===== src/design/nearest_palette_color_macros.svh =====
// assertion helpers used by the top-level design file
`ifndef NEAREST_PALETTE_COLOR_MACROS_SVH
`define NEAREST_PALETTE_COLOR_MACROS_SVH

// same-cycle implication, disabled while reset is asserted
`define NPC_ASSERT_NOW(label, clk, rst_n, ante, cons) \
	label: assert property (@(posedge clk) disable iff (!(rst_n)) (ante) |-> (cons)) \
		else $error("nearest_palette_color assertion failed");

// next-cycle implication, disabled while reset is asserted
`define NPC_ASSERT_NEXT(label, clk, rst_n, ante, cons) \
	label: assert property (@(posedge clk) disable iff (!(rst_n)) (ante) |=> (cons)) \
		else $error("nearest_palette_color assertion failed");

`endif


===== src/design/npc_pkg.sv =====
`default_nettype none

package npc_pkg;

	// palette table size and default number of compared entries
	localparam int unsigned TABLE_SIZE          = 16;
	localparam int unsigned PALETTE_ENTRIES_DEF = 16;

	// widths of a distance and of an index
	localparam int unsigned DIST_W = 20;
	localparam int unsigned IDX_W  = 4;

	typedef logic [DIST_W-1:0] dist_t;
	typedef logic [IDX_W-1:0]  idx_t;
	typedef logic [7:0]        chan_t;

	typedef struct packed {
		chan_t red;
		chan_t green;
		chan_t blue;
	} rgb_t;

	// one comparison candidate
	typedef struct packed {
		dist_t wdist;
		idx_t  idx;
	} cand_t;

	// registered result of the search
	typedef struct packed {
		idx_t idx;
		logic poor;
	} res_t;

	// poor-match threshold (sum of weights times 64 squared)
	localparam dist_t POOR_LIMIT = DIST_W'((2 + 3 + 4) * 64 * 64);

	// distance for entries that take no part; above any real distance
	localparam dist_t DIST_PAD = '1;

	// fixed palette
	localparam rgb_t PALETTE [TABLE_SIZE] = '{
		'{8'd0,   8'd0,   8'd0},   '{8'd255, 8'd255, 8'd255},
		'{8'd136, 8'd0,   8'd0},   '{8'd170, 8'd255, 8'd238},
		'{8'd204, 8'd68,  8'd204}, '{8'd0,   8'd204, 8'd85},
		'{8'd0,   8'd0,   8'd170}, '{8'd238, 8'd238, 8'd119},
		'{8'd221, 8'd136, 8'd85},  '{8'd102, 8'd68,  8'd0},
		'{8'd255, 8'd119, 8'd119}, '{8'd51,  8'd51,  8'd51},
		'{8'd119, 8'd119, 8'd119}, '{8'd170, 8'd255, 8'd102},
		'{8'd0,   8'd136, 8'd255}, '{8'd187, 8'd187, 8'd187}
	};

	// absolute difference of two channel values
	function automatic chan_t abs_diff(input chan_t a, input chan_t b);
		return (a >= b) ? (a - b) : (b - a);
	endfunction

	// keep the lower-index candidate a unless b is strictly closer
	function automatic cand_t pick_best(input cand_t a, input cand_t b);
		return (b.wdist < a.wdist) ? b : a;
	endfunction

endpackage

`default_nettype wire


===== src/design/npc_min_tree.sv =====
`default_nettype none

module npc_min_tree (
	input  wire logic           clk,
	input  wire logic           en,
	input  wire npc_pkg::cand_t cand [npc_pkg::TABLE_SIZE],
	output npc_pkg::res_t       res
);

	localparam int unsigned QUADS = npc_pkg::TABLE_SIZE / 4;

	npc_pkg::cand_t quad_s4 [QUADS];
	npc_pkg::cand_t best;
	npc_pkg::res_t  res_s5;

	// first two levels: best of each group of four
	always_ff @(posedge clk) begin
		if (en) begin
			for (int q = 0; q < QUADS; q++) begin
				quad_s4[q] <= npc_pkg::pick_best(
					npc_pkg::pick_best(cand[4*q], cand[4*q+1]),
					npc_pkg::pick_best(cand[4*q+2], cand[4*q+3]));
			end
		end
	end

	// last two levels
	always_comb begin
		best = npc_pkg::pick_best(
			npc_pkg::pick_best(quad_s4[0], quad_s4[1]),
			npc_pkg::pick_best(quad_s4[2], quad_s4[3]));
	end

	// result register with the threshold flag
	always_ff @(posedge clk) begin
		if (en) begin
			res_s5.idx  <= best.idx;
			res_s5.poor <= (best.wdist > npc_pkg::POOR_LIMIT);
		end
	end

	assign res = res_s5;

endmodule

`default_nettype wire


===== config.mk =====
export PLATFORM = sky130hd
export DESIGN_NAME = npc_min_tree
export DESIGN_NICKNAME = d
export VERILOG_FILES = /design/src/design/nearest_palette_color_macros.svh /design/src/design/npc_pkg.sv /design/src/design/npc_min_tree.sv
export SDC_FILE = /design/constraint.sdc
export NUM_CORES = 1
export LEC_CHECK = 0
export BUFFER_PORTS_ARGS = -buffer_cell sky130_fd_sc_hd__buf_2
export CORE_MARGIN = 3
export CORE_UTILIZATION = 40
export DETAILED_ROUTE_END_ITERATION = 12
export MAX_ROUTING_LAYER = met4
export PLACE_DENSITY = 0.76
export SLEW_MARGIN = 20
export SYNTH_ARGS = -nofsm -noshare
export SYNTH_HDL_FRONTEND = slang
export SYNTH_SLANG_ARGS = --single-unit
export TNS_END_PERCENT = 50

===== constraint.sdc =====
create_clock -name clk -period 5.81 [get_ports clk]
set_input_delay 0.581 -clock clk [delete_from_list [all_inputs] [get_ports clk]]
set_output_delay 0.581 -clock clk [all_outputs]
set_load 0.03 [all_outputs]

==> results.txt <==
Clock Latency Late Sink = 350 ps
ys async rst share = 0
Startpoint Class = input port
CTS max path bufs = 2
dpl cell area = 0.0166 sq mm
fin area = 0.0169 sq mm
Pre-antenna DRT Iters = 5
Worst EP required = 5950 ps
Max Fanout on Critical Path = 23
Max VDD drop = 0.000135 V
final net count = 2699
Avg WL per Cell = 17.7 um
drt drc = 0
Initial Util = 0.407
share of the synthesized area in the top cell type = 0.253
critical path arrival = 5340 ps
worst slew pin tran = 1060 ps
status = finished clean
hold-fix buffer count after cts = 0
Hold Crit Class = in2reg
Final HPWL DP = 38.8 mm
final setup vio count = 0
area grow syn2layout = 20.0%
Top FF cell, synth = edfxtp_1
register area share after synthesis = 0.215
Netlist Area Pre-Place = 0.0141 sq mm
XOR/XNOR Fraction of Synth Area = 0
Crit Path Category = in2reg
gr usage total = 0.231
MaxCap Viol Count = 0
clk_skew = 13.6 ps
Final GP Congestion = 0.927
Die Width = 194 um
Post-Synth Adder-Cell Area = 0.253
post-cts resize count = 0
largest family of logic cells by synthesized area = adder cells
Placed Cells = 2472
Power Dens Cells = 243 mW/mm^2
average size of a mapped cell = 8.58 sq um
largest net degree at the start of global routing = 61
Final ANT Viol Nets = 0
Reg area = 0.00303 sq mm
endpoints failing hold = 0
Netlist cell types = 60
Final min period = 5200 ps
Buffers on Ports = 390
post-synth top area cell = ha_1
LEAKAGE = 0.00924 uW
first-pass GRT wire length = 68.5 mm
yosys warns = 0
Num CTS Buffers = 9
# rows = 68
multi-input logic area = 0.00984 sq mm
drt initial violations = 701
Die H = 194 um
Sink Count = 101
core region area = 0.0346 sq mm
Setup TNS Final = 0 ps
Clk pin slew, worst setup/hold paths = 80 ps
Vias = 13500
Critical Path Sink Type = flop
Layout fillers = 3314
Routed WL = 44.1 mm
clock root buffer = clkbuf_16
top cells by area, synth = ha_1, edfxtp_1, mux2i_1
Yosys reg bits = 101
CTS tree = done
final period utilization = 0.895
final cell count without fillers = 2490
Hold WS = 615 ps
Peak Freq = 192 MHz
number of flops mapped to enable cells by yosys = 101
die area = 0.0376 sq mm
Synth Area in Simple Gates = 0.106
CTS H-tree depth = 3
RSZ-0062 raised after global routing = no
final core occ = 0.489
Slew Limit Fails = 0
DR vias/cell = 5.43
multiplexer area fraction after synthesis = 0.168
Post-CTS Setup Inserts = 0
layout cell share with drive strength beyond 1 = 0.220
Rel. slew slack = 0.272
syn_nets = 2315
IO Pins = 391
gr ovfl total = 0
via count of the first global-routing pass = 13700
antenna violations before repair = 2
Post-Syn Instances = 1644
Synth Area in Compound Gates = 0.170
==> routing by layer <==
metal / up-vias / part of all wire / GRT usage / wire length [um]
met4: 0 / 0.033 / 0.0769 / 1460
li1: 6713 / - / - / -
met3: 93 / 0.067 / 0.0387 / 2960
met2: 497 / 0.48 / 0.401 / 21400
met1: 6218 / 0.42 / 0.273 / 18300
met5: - / 0 / - / 0
==> logic make-up after synthesis <==
kind of cell,after synthesis
AO/OA/AOI/OAI,385
buffers and inverters,317
adder cells (fa/ha/maj),285
AND/OR/NAND/NOR,320
multiplexers,236
flip-flops,101
==> cell usage in the layout (no fill, tap or decap), types with 3 or more instances in the layout <==
cell,instances
nor4_1,15
and3_1,4
a21o_1,47
nand3_1,12
nor2_1,113
a211oi_1,10
a31oi_1,11
or3_1,5
nand2_1,86
a221o_1,3
o31ai_1,4
a2111oi_0,10
a311oi_1,4
mux2i_1,233
and4_1,6
nor3b_1,3
mux2_2,3
nand4_1,31
nand2b_1,14
o21ai_2,3
a211o_1,15
edfxtp_1,101
buf_4,23
a32oi_1,3
clkbuf_16,9
ha_1,285
inv_1,276
nor2b_1,5
a21oi_1,156
buf_2,389
o211a_1,5
o21a_1,15
nor3_1,19
o21ai_0,70
==> worst max-delay path, stage by stage <==
cell	delay, ps
buf_2	100
inv_1	40
ha_1	260
a2111oi_0	70
or3_1	380
o311a_1	400
nor3b_1	220
o21ai_0	100
nand2_1	310
buf_4	300
mux2i_1	380
inv_1	90
ha_1	310
nand4_1	110
nor2_1	170
nand2_1	110
nor4_1	680
a21oi_4	100
buf_4	290
mux2i_1	350
==> cell usage after synthesis (3+ instances only) <==
master	number
and3_1	4
nor2b_1	5
o211a_1	5
nand3_1	12
clkbuf_1	19
or3_1	5
buf_2	12
mux2_2	3
o21a_1	15
inv_1	276
a2111oi_0	10
a21o_1	47
buf_4	4
nand4_1	31
a31oi_1	13
nor4_1	15
a32oi_1	3
o21ai_1	3
a211oi_1	10
nor3b_1	3
buf_1	4
a221o_1	3
edfxtp_1	101
mux2i_1	233
nor3_1	19
a311oi_1	4
o31ai_1	4
nand2b_1	14
and4_1	6
a21oi_1	156
o21ai_0	70
a211o_1	15
ha_1	285
nand2_1	86
nor2_1	113
==> cell type report <==
class	instances	area share
clock buffer	10	0.0135
clock inverter	6	0.00288
inverter	276	0.0612
tap	455	0.0336
sequential	101	0.179
timing repair buffer	414	0.128
multi-input combinational	1226	0.582
antenna	2	0.000296
==> path summary, 6_finish.rpt <==
| path | end | start | cells past startpoint | slack [ps] |
|---|---|---|---|---|
| setup / recovery | quad_s4[2][17] | cand[125] | 20 | 610 |
| hold / removal | quad_s4[1][1] | cand[217] | 3 | 610 |
| setup reg to reg | res[2] | quad_s4[3][6] | 19 | 910 |
| hold reg to reg | res[4] | quad_s4[2][3] | 2 | 650 |
==> where the power goes <==
group	internal, uW	switching [uW]
logic	1020	1370
clock network	294	267
registers	1030	134
total	2350	1770
==> through the flow <==
stage,total power (uW),setup slack (ps)
floorplan,2790,1080
global placement,3460,418
detailed placement,3550,281
CTS,4130,645
global route,4450,302
finish,4120,607
==> state kept, by name, indices dropped and copies added, names as in the netlist <==
register	cells
res	5
quad_s4	96
(Power assumes the default switching activity.)
