===== config.mk =====
export PLATFORM = sky130hd
export DESIGN_NAME = npc_dist_lane
export DESIGN_NICKNAME = d
export VERILOG_FILES = /design/src/design/nearest_palette_color_macros.svh /design/src/design/npc_pkg.sv /design/src/design/npc_dist_lane.sv
export SDC_FILE = /design/constraint.sdc
export NUM_CORES = 1
export LEC_CHECK = 0
export BUFFER_PORTS_ARGS = -buffer_cell sky130_fd_sc_hd__buf_4
export CAP_MARGIN = 15
export CORE_UTILIZATION = 57
export DETAILED_ROUTE_END_ITERATION = 8
export PLACE_DENSITY = 0.75
export SLEW_MARGIN = 20
export SYNTH_ARGS = -nofsm -noshare
export SYNTH_HDL_FRONTEND = slang
export SYNTH_SLANG_ARGS = --single-unit

===== constraint.sdc =====
create_clock -name clk -period 4.5 [get_ports clk]
set_input_delay 0.9 -clock clk [delete_from_list [all_inputs] [get_ports clk]]
set_output_delay 0.9 -clock clk [all_outputs]
set_load 0.05 [all_outputs]

===== src/design/nearest_palette_color_macros.svh =====
// assertion helpers used by the top-level design file
`ifndef NEAREST_PALETTE_COLOR_MACROS_SVH
`define NEAREST_PALETTE_COLOR_MACROS_SVH

// same-cycle implication, disabled while reset is asserted
`define NPC_ASSERT_NOW(label, clk, rst_n, ante, cons) \
	label: assert property (@(posedge clk) disable iff (!(rst_n)) (ante) |-> (cons)) \
		else $error("nearest_palette_color assertion failed");

// next-cycle implication, disabled while reset is asserted
`define NPC_ASSERT_NEXT(label, clk, rst_n, ante, cons) \
	label: assert property (@(posedge clk) disable iff (!(rst_n)) (ante) |=> (cons)) \
		else $error("nearest_palette_color assertion failed");

`endif


===== src/design/npc_pkg.sv =====
`default_nettype none

package npc_pkg;

	// palette table size and default number of compared entries
	localparam int unsigned TABLE_SIZE          = 16;
	localparam int unsigned PALETTE_ENTRIES_DEF = 16;

	// widths of a distance and of an index
	localparam int unsigned DIST_W = 20;
	localparam int unsigned IDX_W  = 4;

	typedef logic [DIST_W-1:0] dist_t;
	typedef logic [IDX_W-1:0]  idx_t;
	typedef logic [7:0]        chan_t;

	typedef struct packed {
		chan_t red;
		chan_t green;
		chan_t blue;
	} rgb_t;

	// one comparison candidate
	typedef struct packed {
		dist_t wdist;
		idx_t  idx;
	} cand_t;

	// registered result of the search
	typedef struct packed {
		idx_t idx;
		logic poor;
	} res_t;

	// poor-match threshold (sum of weights times 64 squared)
	localparam dist_t POOR_LIMIT = DIST_W'((2 + 3 + 4) * 64 * 64);

	// distance for entries that take no part; above any real distance
	localparam dist_t DIST_PAD = '1;

	// fixed palette
	localparam rgb_t PALETTE [TABLE_SIZE] = '{
		'{8'd0,   8'd0,   8'd0},   '{8'd255, 8'd255, 8'd255},
		'{8'd136, 8'd0,   8'd0},   '{8'd170, 8'd255, 8'd238},
		'{8'd204, 8'd68,  8'd204}, '{8'd0,   8'd204, 8'd85},
		'{8'd0,   8'd0,   8'd170}, '{8'd238, 8'd238, 8'd119},
		'{8'd221, 8'd136, 8'd85},  '{8'd102, 8'd68,  8'd0},
		'{8'd255, 8'd119, 8'd119}, '{8'd51,  8'd51,  8'd51},
		'{8'd119, 8'd119, 8'd119}, '{8'd170, 8'd255, 8'd102},
		'{8'd0,   8'd136, 8'd255}, '{8'd187, 8'd187, 8'd187}
	};

	// absolute difference of two channel values
	function automatic chan_t abs_diff(input chan_t a, input chan_t b);
		return (a >= b) ? (a - b) : (b - a);
	endfunction

	// keep the lower-index candidate a unless b is strictly closer
	function automatic cand_t pick_best(input cand_t a, input cand_t b);
		return (b.wdist < a.wdist) ? b : a;
	endfunction

endpackage

`default_nettype wire


===== src/design/npc_dist_lane.sv =====
`default_nettype none

module npc_dist_lane #(
	parameter int unsigned ENTRY = 0
) (
	input  wire logic          clk,
	input  wire logic          en,
	input  wire npc_pkg::chan_t red,
	input  wire npc_pkg::chan_t green,
	input  wire npc_pkg::chan_t blue,
	output npc_pkg::dist_t      wdist
);

	localparam npc_pkg::rgb_t REF = npc_pkg::PALETTE[ENTRY];

	npc_pkg::chan_t dr_s1, dg_s1, db_s1;
	logic [15:0]    sr_s2, sg_s2, sb_s2;
	npc_pkg::dist_t dist_s3;

	// channel differences
	always_ff @(posedge clk) begin
		if (en) begin
			dr_s1 <= npc_pkg::abs_diff(red, REF.red);
			dg_s1 <= npc_pkg::abs_diff(green, REF.green);
			db_s1 <= npc_pkg::abs_diff(blue, REF.blue);
		end
	end

	// squares
	always_ff @(posedge clk) begin
		if (en) begin
			sr_s2 <= 16'(dr_s1 * dr_s1);
			sg_s2 <= 16'(dg_s1 * dg_s1);
			sb_s2 <= 16'(db_s1 * db_s1);
		end
	end

	// weighted sum 2*r + 4*g + 3*b
	always_ff @(posedge clk) begin
		if (en) begin
			dist_s3 <= {3'b000, sr_s2, 1'b0} + {2'b00, sg_s2, 2'b00}
				+ {3'b000, sb_s2, 1'b0} + {4'b0000, sb_s2};
		end
	end

	assign wdist = dist_s3;

endmodule

`default_nettype wire


==> flow_metrics.tcl, run 1 <==
set metrics [dict create \
    dieWidth_um 126.3 \
    via_count 5819 \
    initial_core_util_pct 58.13 \
    worstSetupEndpointType "flip-flop" \
    crit_chain "buf_4 > nand2_1 > fa_1 > fa_1 > inv_1 > ha_1 > inv_1 > fa_1 > inv_1 > ha_1 > a21oi_2 > o21ai_2 > a2111o_1 > a31o_1 > a21oi_2 > xnor2_1" \
    routed_length_per_instance_um 15.71 \
    insertedDiodeCount 0 \
    worstSkewPairLatency_ps 350 \
    min_period_over_period_pct 97.76 \
    max-slew-margin-rel_pct 33.95 \
    die_height_um 126.3 \
    timing.critical_path.required_ps 4600 \
    timing.hold.worst.start "sb_s2[0]" \
    detailedRoute.firstPassIterationCount 5 \
    drv.max_cap_violation_count 0 \
    min_path_type "reg2reg" \
    maxClockFrequency_mhz 227.3 \
    synth.cells.most_frequent "inv_1 (141), ha_1 (107), fa_1 (103)" \
    hold_path_depth 0 \
    synth_compound_gate_area_share_pct 8.981 \
    global_route_wire_length_before_repair_um 27900 \
    yosys_register_bits 89 \
    synth.largest_area_cell "edfxtp_1" \
    setup_tns_ps 0 \
    critPathLaunchType "flip-flop" \
    setup_viol 0 \
    vias_per_cell 5.423 \
    worst-slew-pin-transition_ps 990.8 \
    yosys_cell_types 45 \
    unrepaired_setup_endpoints_after_global_routing "yes" \
    placed_area_mm2 0.009509 \
    synthDominantCellAreaShare_pct 30.35 \
    core.rowCount 45 \
    outcome "completed" \
    grt_max_degree 77 \
    drt_drc_violations_left 0 \
    place_hpwl_um 13290 \
    track_usage_pct 22.41 \
    rr_startpoint "db_s1[0]" \
    synthCells 789 \
    tritoncts.num_buffers 9 \
    root_driver "clkbuf_16" \
    clock_tree_from_tritoncts "done" \
    number_of_h_tree_branching_levels 3 \
    fin_nets 1116 \
    final-instance-count-excl-fill 1073 \
    reg2reg_slack_ps 100 \
    portBuffers 45 \
    post_synth_instance_area_mm2 0.008805 \
    grt_antenna_before_repair 0 \
    timing.critical_path.slowest_cell_delay_ps 520 \
    critical_path_peak_fanout 9 \
    reg2reg_depth 16 \
    grt_overflow 0 \
    report.final.slew_viol_count 0 \
    drt_iter0_markers 390 \
    cts_hold_repair.buffers 0 \
    place_inst 1036 \
    synth_warnings 0 \
    ioPinCount 46 \
    post_synth_mux_area_share_pct 0.2274 \
    timing.critical_path.depth 16 \
    cp_slowest_cell "fa_1" \
    drive_gt1_share_pct 16.50 \
    synth-edff-count 89 \
    synth_sequential_area_ratio_pct 30.35 \
    syn_nets 1025 \
    holdPathEnd "wdist[0]" \
    timing.clock.skew_ps 9.645 \
    first_global_vias 6105 \
    reg2reg_to "sb_s2[13]" \
    synth_xor_area_share_pct 5.869 \
    area_delta_synth_final_pct 14.64 \
    synth_simple_gate_area_share_pct 9.592 \
    crit_family "adder cells" \
    postSynth.topFlopCell "edfxtp_1" \
    design_area_mm2 0.01009 \
    clock_path_buffers 2 \
    critical_path.n_buffers_inverters 4 \
    numClockSinks 89 \
    path_clk_slew_ps 60 \
    gpl.final_weighted_congestion 0.9279 \
    synth_adder_area_share_pct 38.62 \
    die_area_mm2 0.01595 \
    final_period_minus_worst_setup_slack_ps 4399 \
    report.final.hold_viol_count 0 \
    critPathArrivalTime_ps 4500 \
    synth.most_common_cell "inv_1" \
    detail-route-antenna-nets 0 \
    synthesis.area_per_instance_um2 11.16 \
    async_reset_ff_share_pct 0 \
    post-route-util_pct 66.64 \
    routed_wl_um 16860 \
    core_region_area_mm2 0.01515 \
    yosys-top-cells-area "edfxtp_1 (30%), fa_1 (23%), ha_1 (15%)" \
    critPathKind "reg2reg" \
    combinational_family_with_the_most_area_after_synthesis "adder cells" \
]
[placed cells by master, fill, tap and decap left out, drive strengths merged, types with 4 or more instances in the layout]
| cell type | synthesis | final |
|---|---|---|
| fa | 103 | 103 |
| and3 | 4 | 4 |
| xor2 | 19 | 19 |
| inv | 141 | 141 |
| buf | 0 | 87 |
| o21ai | 28 | 28 |
| xnor2 | 40 | 40 |
| ha | 107 | 107 |
| o31ai | 5 | 5 |
| edfxtp | 89 | 89 |
| a21o | 13 | 13 |
| nand2b | 7 | 7 |
| nor2 | 29 | 29 |
| nor2b | 9 | 9 |
| a21oi | 40 | 40 |
| clkbuf | 7 | 11 |
| nand2 | 39 | 39 |
| and2 | 60 | 60 |
| clkinv | 0 | 4 |
| a211oi | 9 | 9 |
| o21a | 4 | 4 |
[layout make-up]
type	instances	area (um^2)
inverter	141	529.3
sequential	89	2673
fill	1106	5052
multi-input combinational	552	5699
tap	188	235.2
timing repair buffer	87	668.1
clock inverter	5	56.30
clock buffer	11	232.7
[sequential cells by signal, summed over array words and instances, names as in the netlist]
signal,flops
dg_s1,8
dr_s1,8
wdist,20
db_s1,8
sb_s2,15
sr_s2,15
sg_s2,15
[metal layers]
layer / wire (um) / GRT usage, % / vias up / part of all wire [%]
li1: - / - / 2790 / -
met1: 7388 / 28.36 / 2862 / 44
met2: 8497 / 39.29 / 135 / 50
met3: 559 / 2.846 / 32 / 3.3
met4: 413 / 8.575 / 0 / 2.4
met5: 0 / 0 / - / 0
[timing repair]
action	4_1_cts	5_1_grt
endpoints found under the setup margin	1	13
buffers inserted	0	21
gates resized for setup	1	44
pin swaps	0	18
[stage by stage]
step	hold WS (ps)	setup slack, ps
CTS	471.4	12.88
finish	466.4	100.7
floorplan	430.7	144.0
detailed placement	456.1	17.22
global route	483.2	-71.55
global placement	436.9	138.8
[worst max path at each step]
stage	start	endpoint	slack, ps
floorplan	dg_s1[5]	sg_s2[12]	140
global placement	db_s1[6]	sb_s2[13]	140
detailed placement	dr_s1[5]	sr_s2[13]	20
CTS	dr_s1[5]	sr_s2[13]	10
global route	db_s1[0]	sb_s2[13]	-70
finish	db_s1[0]	sb_s2[13]	100
[worst register-to-register path: stages, from the launching register on]
cell,delay (ps)
edfxtp_1,390
buf_4,200
nand2_1,130
fa_1,430
fa_1,490
inv_1,40
ha_1,260
inv_1,50
fa_1,520
inv_1,50
ha_1,360
a21oi_2,240
o21ai_2,90
a2111o_1,440
a31o_1,240
a21oi_2,140
xnor2_1,70
[cells by family after synthesis]
kind of cell    after synthesis
fa+ha+maj                   210
simple gates                159
buf+inv                     148
compound gates              121
flops                        89
xor+xnor                     59
mux                           2
other cells                   1
Power of run 1 is not shown: default switching activity piles up to over one toggle a cycle in this logic, so the estimate is an artifact.
==> run 2, diff against run 1 <==
--- a/config.mk
+++ b/config.mk
@@ -7,6 +7,7 @@
 export LEC_CHECK = 0
 export BUFFER_PORTS_ARGS = -buffer_cell sky130_fd_sc_hd__buf_4
 export CAP_MARGIN = 15
+export CORE_ASPECT_RATIO = 0.8
 export CORE_UTILIZATION = 57
 export DETAILED_ROUTE_END_ITERATION = 8
 export PLACE_DENSITY = 0.75
==> run 2 against run 1 <==
  * Clock skew decreased by 3.2 ps
  * Sequential share of layout area increased by 0.096 points
  * First-iteration DRC count decreased by 5.9%
  * Cell area decreased by 0.36%
  * Critical path type unchanged
  * Highest routed layer unchanged
==> flow_metrics.tcl, run 2 (same netlist as run 1, synthesis figures left out) <==
set metrics [dict create \
    first_global_vias 5929 \
    clock_tree_from_tritoncts "done" \
    cp_slowest_cell "fa_1" \
    max-slew-margin-rel_pct 45.67 \
    hold_path_depth 0 \
    number_of_h_tree_branching_levels 3 \
    worstSetupEndpointType "flip-flop" \
    layout.filler_cells 1114 \
    die_height_um 113.2 \
    core_region_area_mm2 0.01506 \
    gpl.final_weighted_congestion 0.8982 \
    root_driver "clkbuf_16" \
    worstSkewPairLatency_ps 350 \
    reg2reg_slack_ps 90 \
    area_delta_synth_final_pct 14.22 \
    vias_per_cell 5.316 \
    cts_hold_repair.buffers 0 \
    register_area_mm2 0.002673 \
    placement.setup.worst_slack_ps -28.75 \
    fin_nets 1113 \
    drive_gt1_share_pct 15.65 \
    setup_viol 0 \
    ioPinCount 46 \
    post-route-util_pct 66.76 \
    critPathArrivalTime_ps 4520 \
    routed_wl_um 17010 \
    drv.max_cap_violation_count 0 \
    final_cell_mix "inv_1 (141), ha_1 (105), fa_1 (101), edfxtp_1 (89), buf_4 (84)" \
    postLayoutSetupSlackWorst_ps 88.67 \
    final_common_cell "inv_1" \
    crit_chain "and2_4 > fa_1 > fa_1 > inv_1 > fa_1 > fa_1 > inv_1 > ha_1 > o21ai_2 > nand2b_1 > a31o_2 > a21o_1 > a21oi_1 > xnor2_1" \
    detail-route-antenna-nets 0 \
    path_clk_slew_ps 70 \
    critPathLaunchType "flip-flop" \
    numClockSinks 89 \
    grt_antenna_before_repair 0 \
    critical_path.n_buffers_inverters 2 \
    insertedDiodeCount 0 \
    core.rowCount 40 \
    tritoncts.num_buffers 9 \
    portBuffers 45 \
    holdPathEnd "wdist[0]" \
    dieWidth_um 141.0 \
    die_area_mm2 0.01595 \
    grt_max_degree 64 \
    critPathKind "reg2reg" \
    timing.critical_path.required_ps 4610 \
    largest_register_ffs 20 \
    via_count 5805 \
    maxClockFrequency_mhz 226.7 \
    clock_path_buffers 2 \
    grt_overflow 0 \
    unrepaired_setup_endpoints_after_global_routing "yes" \
    place_hpwl_um 13700 \
    initial_core_util_pct 58.45 \
    drt_drc_violations_left 0 \
    timing.hold.worst.start "sb_s2[0]" \
    detailedRoute.firstPassIterationCount 5 \
    report.final.hold_viol_count 0 \
    critical_path_peak_fanout 8 \
    drt_iter0_markers 367 \
    rr_startpoint "dg_s1[7]" \
    multi_input_area_mm2 0.005689 \
    crit_top_cell "fa_1" \
    final_period_minus_worst_setup_slack_ps 4411 \
    timing.critical_path.depth 14 \
    min_path_type "reg2reg" \
    routed_length_per_instance_um 15.58 \
    timing.clock.skew_ps 6.456 \
    outcome "completed" \
    global_route_wire_length_before_repair_um 27980 \
    worst-slew-pin-transition_ps 814.9 \
    track_usage_pct 22.69 \
    reg2reg_to "sg_s2[12]" \
    timing.critical_path.slowest_cell_delay_ps 560 \
    min_period_over_period_pct 98.03 \
    report.final.slew_viol_count 0 \
    reg2reg_depth 14 \
    crit_family "adder cells" \
]
-- run 2: changes by cell type in the layout (fill, tap and decap cells not counted), sizes merged --
cell / delta
bufinv: -1
clkinvlp: +3
inv: +1
clkinv: -3
buf: -3
-- run 2: how the worst max path moves through the flow --
stage	slack [ps]	from	to
3_3_place_gp	130	db_s1[6]	sb_s2[13]
3_5_place_dp	-30	dr_s1[5]	sr_s2[13]
5_1_grt	-60	dg_s1[7]	sg_s2[12]
2_1_floorplan	140	dg_s1[5]	sg_s2[12]
4_1_cts	0.2	dg_s1[2]	sg_s2[12]
6_report	90	dg_s1[7]	sg_s2[12]
-- run 2: area by class of cell --
cell class / count / share of cell area, %
well taps: 210 / 2.613
clock inverters: 5 / 0.3981
inverters: 141 / 5.263
multi-input cells: 552 / 56.57
repair buffers: 84 / 6.270
clock buffers: 11 / 2.314
flip-flops and latches: 89 / 26.57
-- run 2: metal layers --
| layer | track usage [%] | wire length [um] |
|---|---|---|
| met1 | 31.21 | 7972 |
| met2 | 37.81 | 8011 |
| met3 | 3.259 | 814 |
| met4 | 6.449 | 211 |
| met5 | 0 | 0 |
-- run 2: repair_timing --
item	4_1_cts	5_1_grt
pin swaps	0	18
setup buffers	4	17
resized for setup	1	25
setup endpoints to repair	2	12
-- run 2: through the flow --
step                      std cells  hold WS, ps  setup TNS [ps]  instance area, um^2
after floorplan                 789        430.7               0                 8805
after global placement         1055        439.1               0                 9514
after detailed placement       1055        448.7          -52.43                 9514
after CTS                      1075        465.2               0                 9819
after global routing           1092        495.9          -171.1                10060
final                          1092        461.6               0                10060
Power of run 2 is left out for the same reason.
==> run 3, diff against run 2 <==
--- a/config.mk
+++ b/config.mk
@@ -5,12 +5,13 @@
 export SDC_FILE = /design/constraint.sdc
 export NUM_CORES = 1
 export LEC_CHECK = 0
+export ABC_AREA = 1
 export BUFFER_PORTS_ARGS = -buffer_cell sky130_fd_sc_hd__buf_4
 export CAP_MARGIN = 15
 export CORE_ASPECT_RATIO = 0.8
-export CORE_UTILIZATION = 57
+export CORE_UTILIZATION = 58
 export DETAILED_ROUTE_END_ITERATION = 8
-export PLACE_DENSITY = 0.75
+export PLACE_DENSITY = 0.79
 export SLEW_MARGIN = 20
 export SYNTH_ARGS = -nofsm -noshare
 export SYNTH_HDL_FRONTEND = slang
==> run 3 against run 2 <==
  * Clock skew increased by 0.97 ps
  * First-iteration DRC count increased by 30%
  * Area after synthesis increased by 9.1%
  * Register-to-register slack improved by 230 ps
  * Critical path depth increased by 1
  * Hold slack about the same
  * Count of clock-buffer cells in the layout decreased by 1
  * Sequential cell count unchanged
  * Critical endpoint is now sb_s2[12]
==> flow_metrics.tcl, run 3 <==
set metrics [dict create \
    outcome "completed" \
    path_clk_slew_ps 60 \
    via_count 6842 \
    met3_usage_pct 3.643 \
    drt_iter0_markers 477 \
    yosys_register_bits 89 \
    post_synth_instance_area_mm2 0.009609 \
    core.rowCount 41 \
    synth.most_common_cell "inv_1" \
    cts_hold_repair.buffers 0 \
    critical_path_peak_fanout 10 \
    worst-slew-pin-transition_ps 816.5 \
    final_common_cell "inv_1" \
    crit_top_cell "fa_1" \
    clock_path_buffers 2 \
    final_cell_mix "inv_1 (273), nand2_1 (272), ha_1 (107), fa_1 (103), edfxtp_1 (89)" \
    vias_per_cell 4.972 \
    report.final.hold_viol_count 0 \
    layout.filler_cells 1274 \
    postSynth.topFlopCell "edfxtp_1" \
    synthesis.area_per_instance_um2 8.618 \
    grt_antenna_before_repair 0 \
    timing.critical_path.required_ps 4600 \
    numClockSinks 89 \
    clock_tree_from_tritoncts "done" \
    number_of_h_tree_branching_levels 3 \
    tritoncts.num_buffers 9 \
    worstSetupEndpointType "flip-flop" \
    synth_sequential_area_ratio_pct 27.81 \
    unrepaired_setup_endpoints_after_global_routing "no" \
    synth.cells.most_frequent "inv_1 (273), nand2_1 (272), ha_1 (107)" \
    dieWidth_um 145.9 \
    synth-edff-count 89 \
    root_driver "clkbuf_16" \
    gr-usage-met1_pct 32.72 \
    yosys-top-cells-area "edfxtp_1 (28%), fa_1 (21%), ha_1 (14%)" \
    min_period_over_period_pct 92.83 \
    fin_nets 1392 \
    synth.largest_area_cell "edfxtp_1" \
    timing.critical_path.slowest_cell_delay_ps 560 \
    gpl.final_weighted_congestion 0.9167 \
    track_usage_pct 23.33 \
    report.final.slew_viol_count 0 \
    routed_wl_um 18000 \
    first_global_vias 6601 \
    post_cts.resized_instances 0 \
    worstSkewPairLatency_ps 350 \
    grt_max_degree 63 \
    async_reset_ff_share_pct 0 \
    crit_family "adder cells" \
    setup_tns_ps 0 \
    area_delta_synth_final_pct 9.440 \
    detail-route-antenna-nets 0 \
    final_period_minus_worst_setup_slack_ps 4177 \
    critPathKind "reg2reg" \
    multi_input_area_mm2 0.005817 \
    grt.met2_usage_pct 38.60 \
    routed_length_per_instance_um 13.08 \
    min_path_type "reg2reg" \
    ioPinCount 46 \
    synth_warnings 0 \
    synthDominantCellAreaShare_pct 27.81 \
    setup_viol 0 \
    register_area_mm2 0.002673 \
    insertedDiodeCount 0 \
    largest_register_ffs 20 \
    maxClockFrequency_mhz 239.4 \
    portBuffers 45 \
    synthCells 1115 \
    initial_core_util_pct 60.04 \
    postCtsSetupRepairBufs 0 \
    grt_overflow 0 \
    core_region_area_mm2 0.01601 \
    yosys_cell_types 27 \
    global_route.peak_usage_layer "met2" \
    drt_drc_violations_left 0 \
    cp_slowest_cell "edfxtp_1" \
    drv.max_cap_violation_count 0 \
    place_hpwl_um 14880 \
    critPathArrivalTime_ps 4280 \
    critical_path.n_buffers_inverters 3 \
    global_route_wire_length_before_repair_um 31080 \
    crit_chain "nand2_1 > inv_1 > fa_1 > fa_1 > fa_1 > inv_1 > fa_1 > inv_1 > ha_1 > a21oi_1 > nor2_1 > nor2_1 > nand3_1 > nand2_1 > nand2_1" \
    drive_gt1_share_pct 7.235 \
    timing.clock.skew_ps 7.427 \
    max-slew-margin-rel_pct 45.57 \
    critPathLaunchType "flip-flop" \
    die_height_um 117.1 \
    detailedRoute.firstPassIterationCount 5 \
    syn_nets 1351 \
    die_area_mm2 0.01709 \
]
-- run 3: path summary, 6_finish.rpt --
check | from | endpoint | slack (ps) | depth (start not counted)
max | db_s1[5] | sb_s2[12] | 320 | 15
max reg2reg | db_s1[5] | sb_s2[12] | 320 | 15
min | sb_s2[0] | wdist[0] | 460 | 0
min reg2reg | sb_s2[0] | wdist[0] | 460 | 0
-- run 3: worst register-to-register path, delay by kind of cell, from the launching register on --
family / cells / cell delay, ps
buffers and inverters: 3 / 150
and+or+nand+nor: 6 / 560
DFF: 1 / 560
AOI/OAI and AO/OA: 1 / 220
adders and majority gates: 5 / 2440
-- run 3: routing by layer --
layer / vias to the layer above / wire length [um] / part of all wire (%)
met4: 0 / 187 / 1.0
li1: 3480 / - / -
met5: - / 0 / 0
met1: 3174 / 8596 / 48
met2: 171 / 8108 / 45
met3: 17 / 1109 / 6.2
-- run 3: through the flow --
stage / std cells / hold WS, ps / setup WS (ps) / cell area (um^2) / utilization, %
6_report: 1376 / 461.3 / 322.7 / 10520 / 65.71
5_1_grt: 1376 / 474.4 / 13.05 / 10520 / 65.71
4_1_cts: 1376 / 462.6 / 327.8 / 10520 / 65.71
3_5_place_dp: 1360 / 447.4 / 352.4 / 10180 / 63.61
3_3_place_gp: 1360 / 443.0 / 401.3 / 10180 / 63.61
2_1_floorplan: 1115 / 424.4 / 544.7 / 9609 / -
-- run 3: cells by family (layout without fill, tap and decap cells) --
group | count (synthesis) | count (layout) | share of synthesized area [%]
AO/OA/AOI/OAI | 53 | 53 | 2.995
other | 1 | 1 | 0.03903
multiplexers | 1 | 1 | 0.1042
buffers and inverters | 297 | 343 | 11.65
AND/OR/NAND/NOR | 419 | 419 | 17.90
adder cells (fa/ha/maj) | 210 | 210 | 35.39
flip-flops | 89 | 89 | 27.81
XOR/XNOR | 45 | 45 | 4.101
-- run 3: area by class of cell --
| type | instances | share of cell area (%) |
|---|---|---|
| clock buffers | 10 | 2.177 |
| inverters | 275 | 9.816 |
| multi-input cells | 729 | 55.31 |
| clock inverters | 6 | 1.011 |
| repair buffers | 52 | 3.712 |
| flip-flops and latches | 89 | 25.41 |
| well taps | 215 | 2.558 |
Power of run 3 is left out for the same reason.
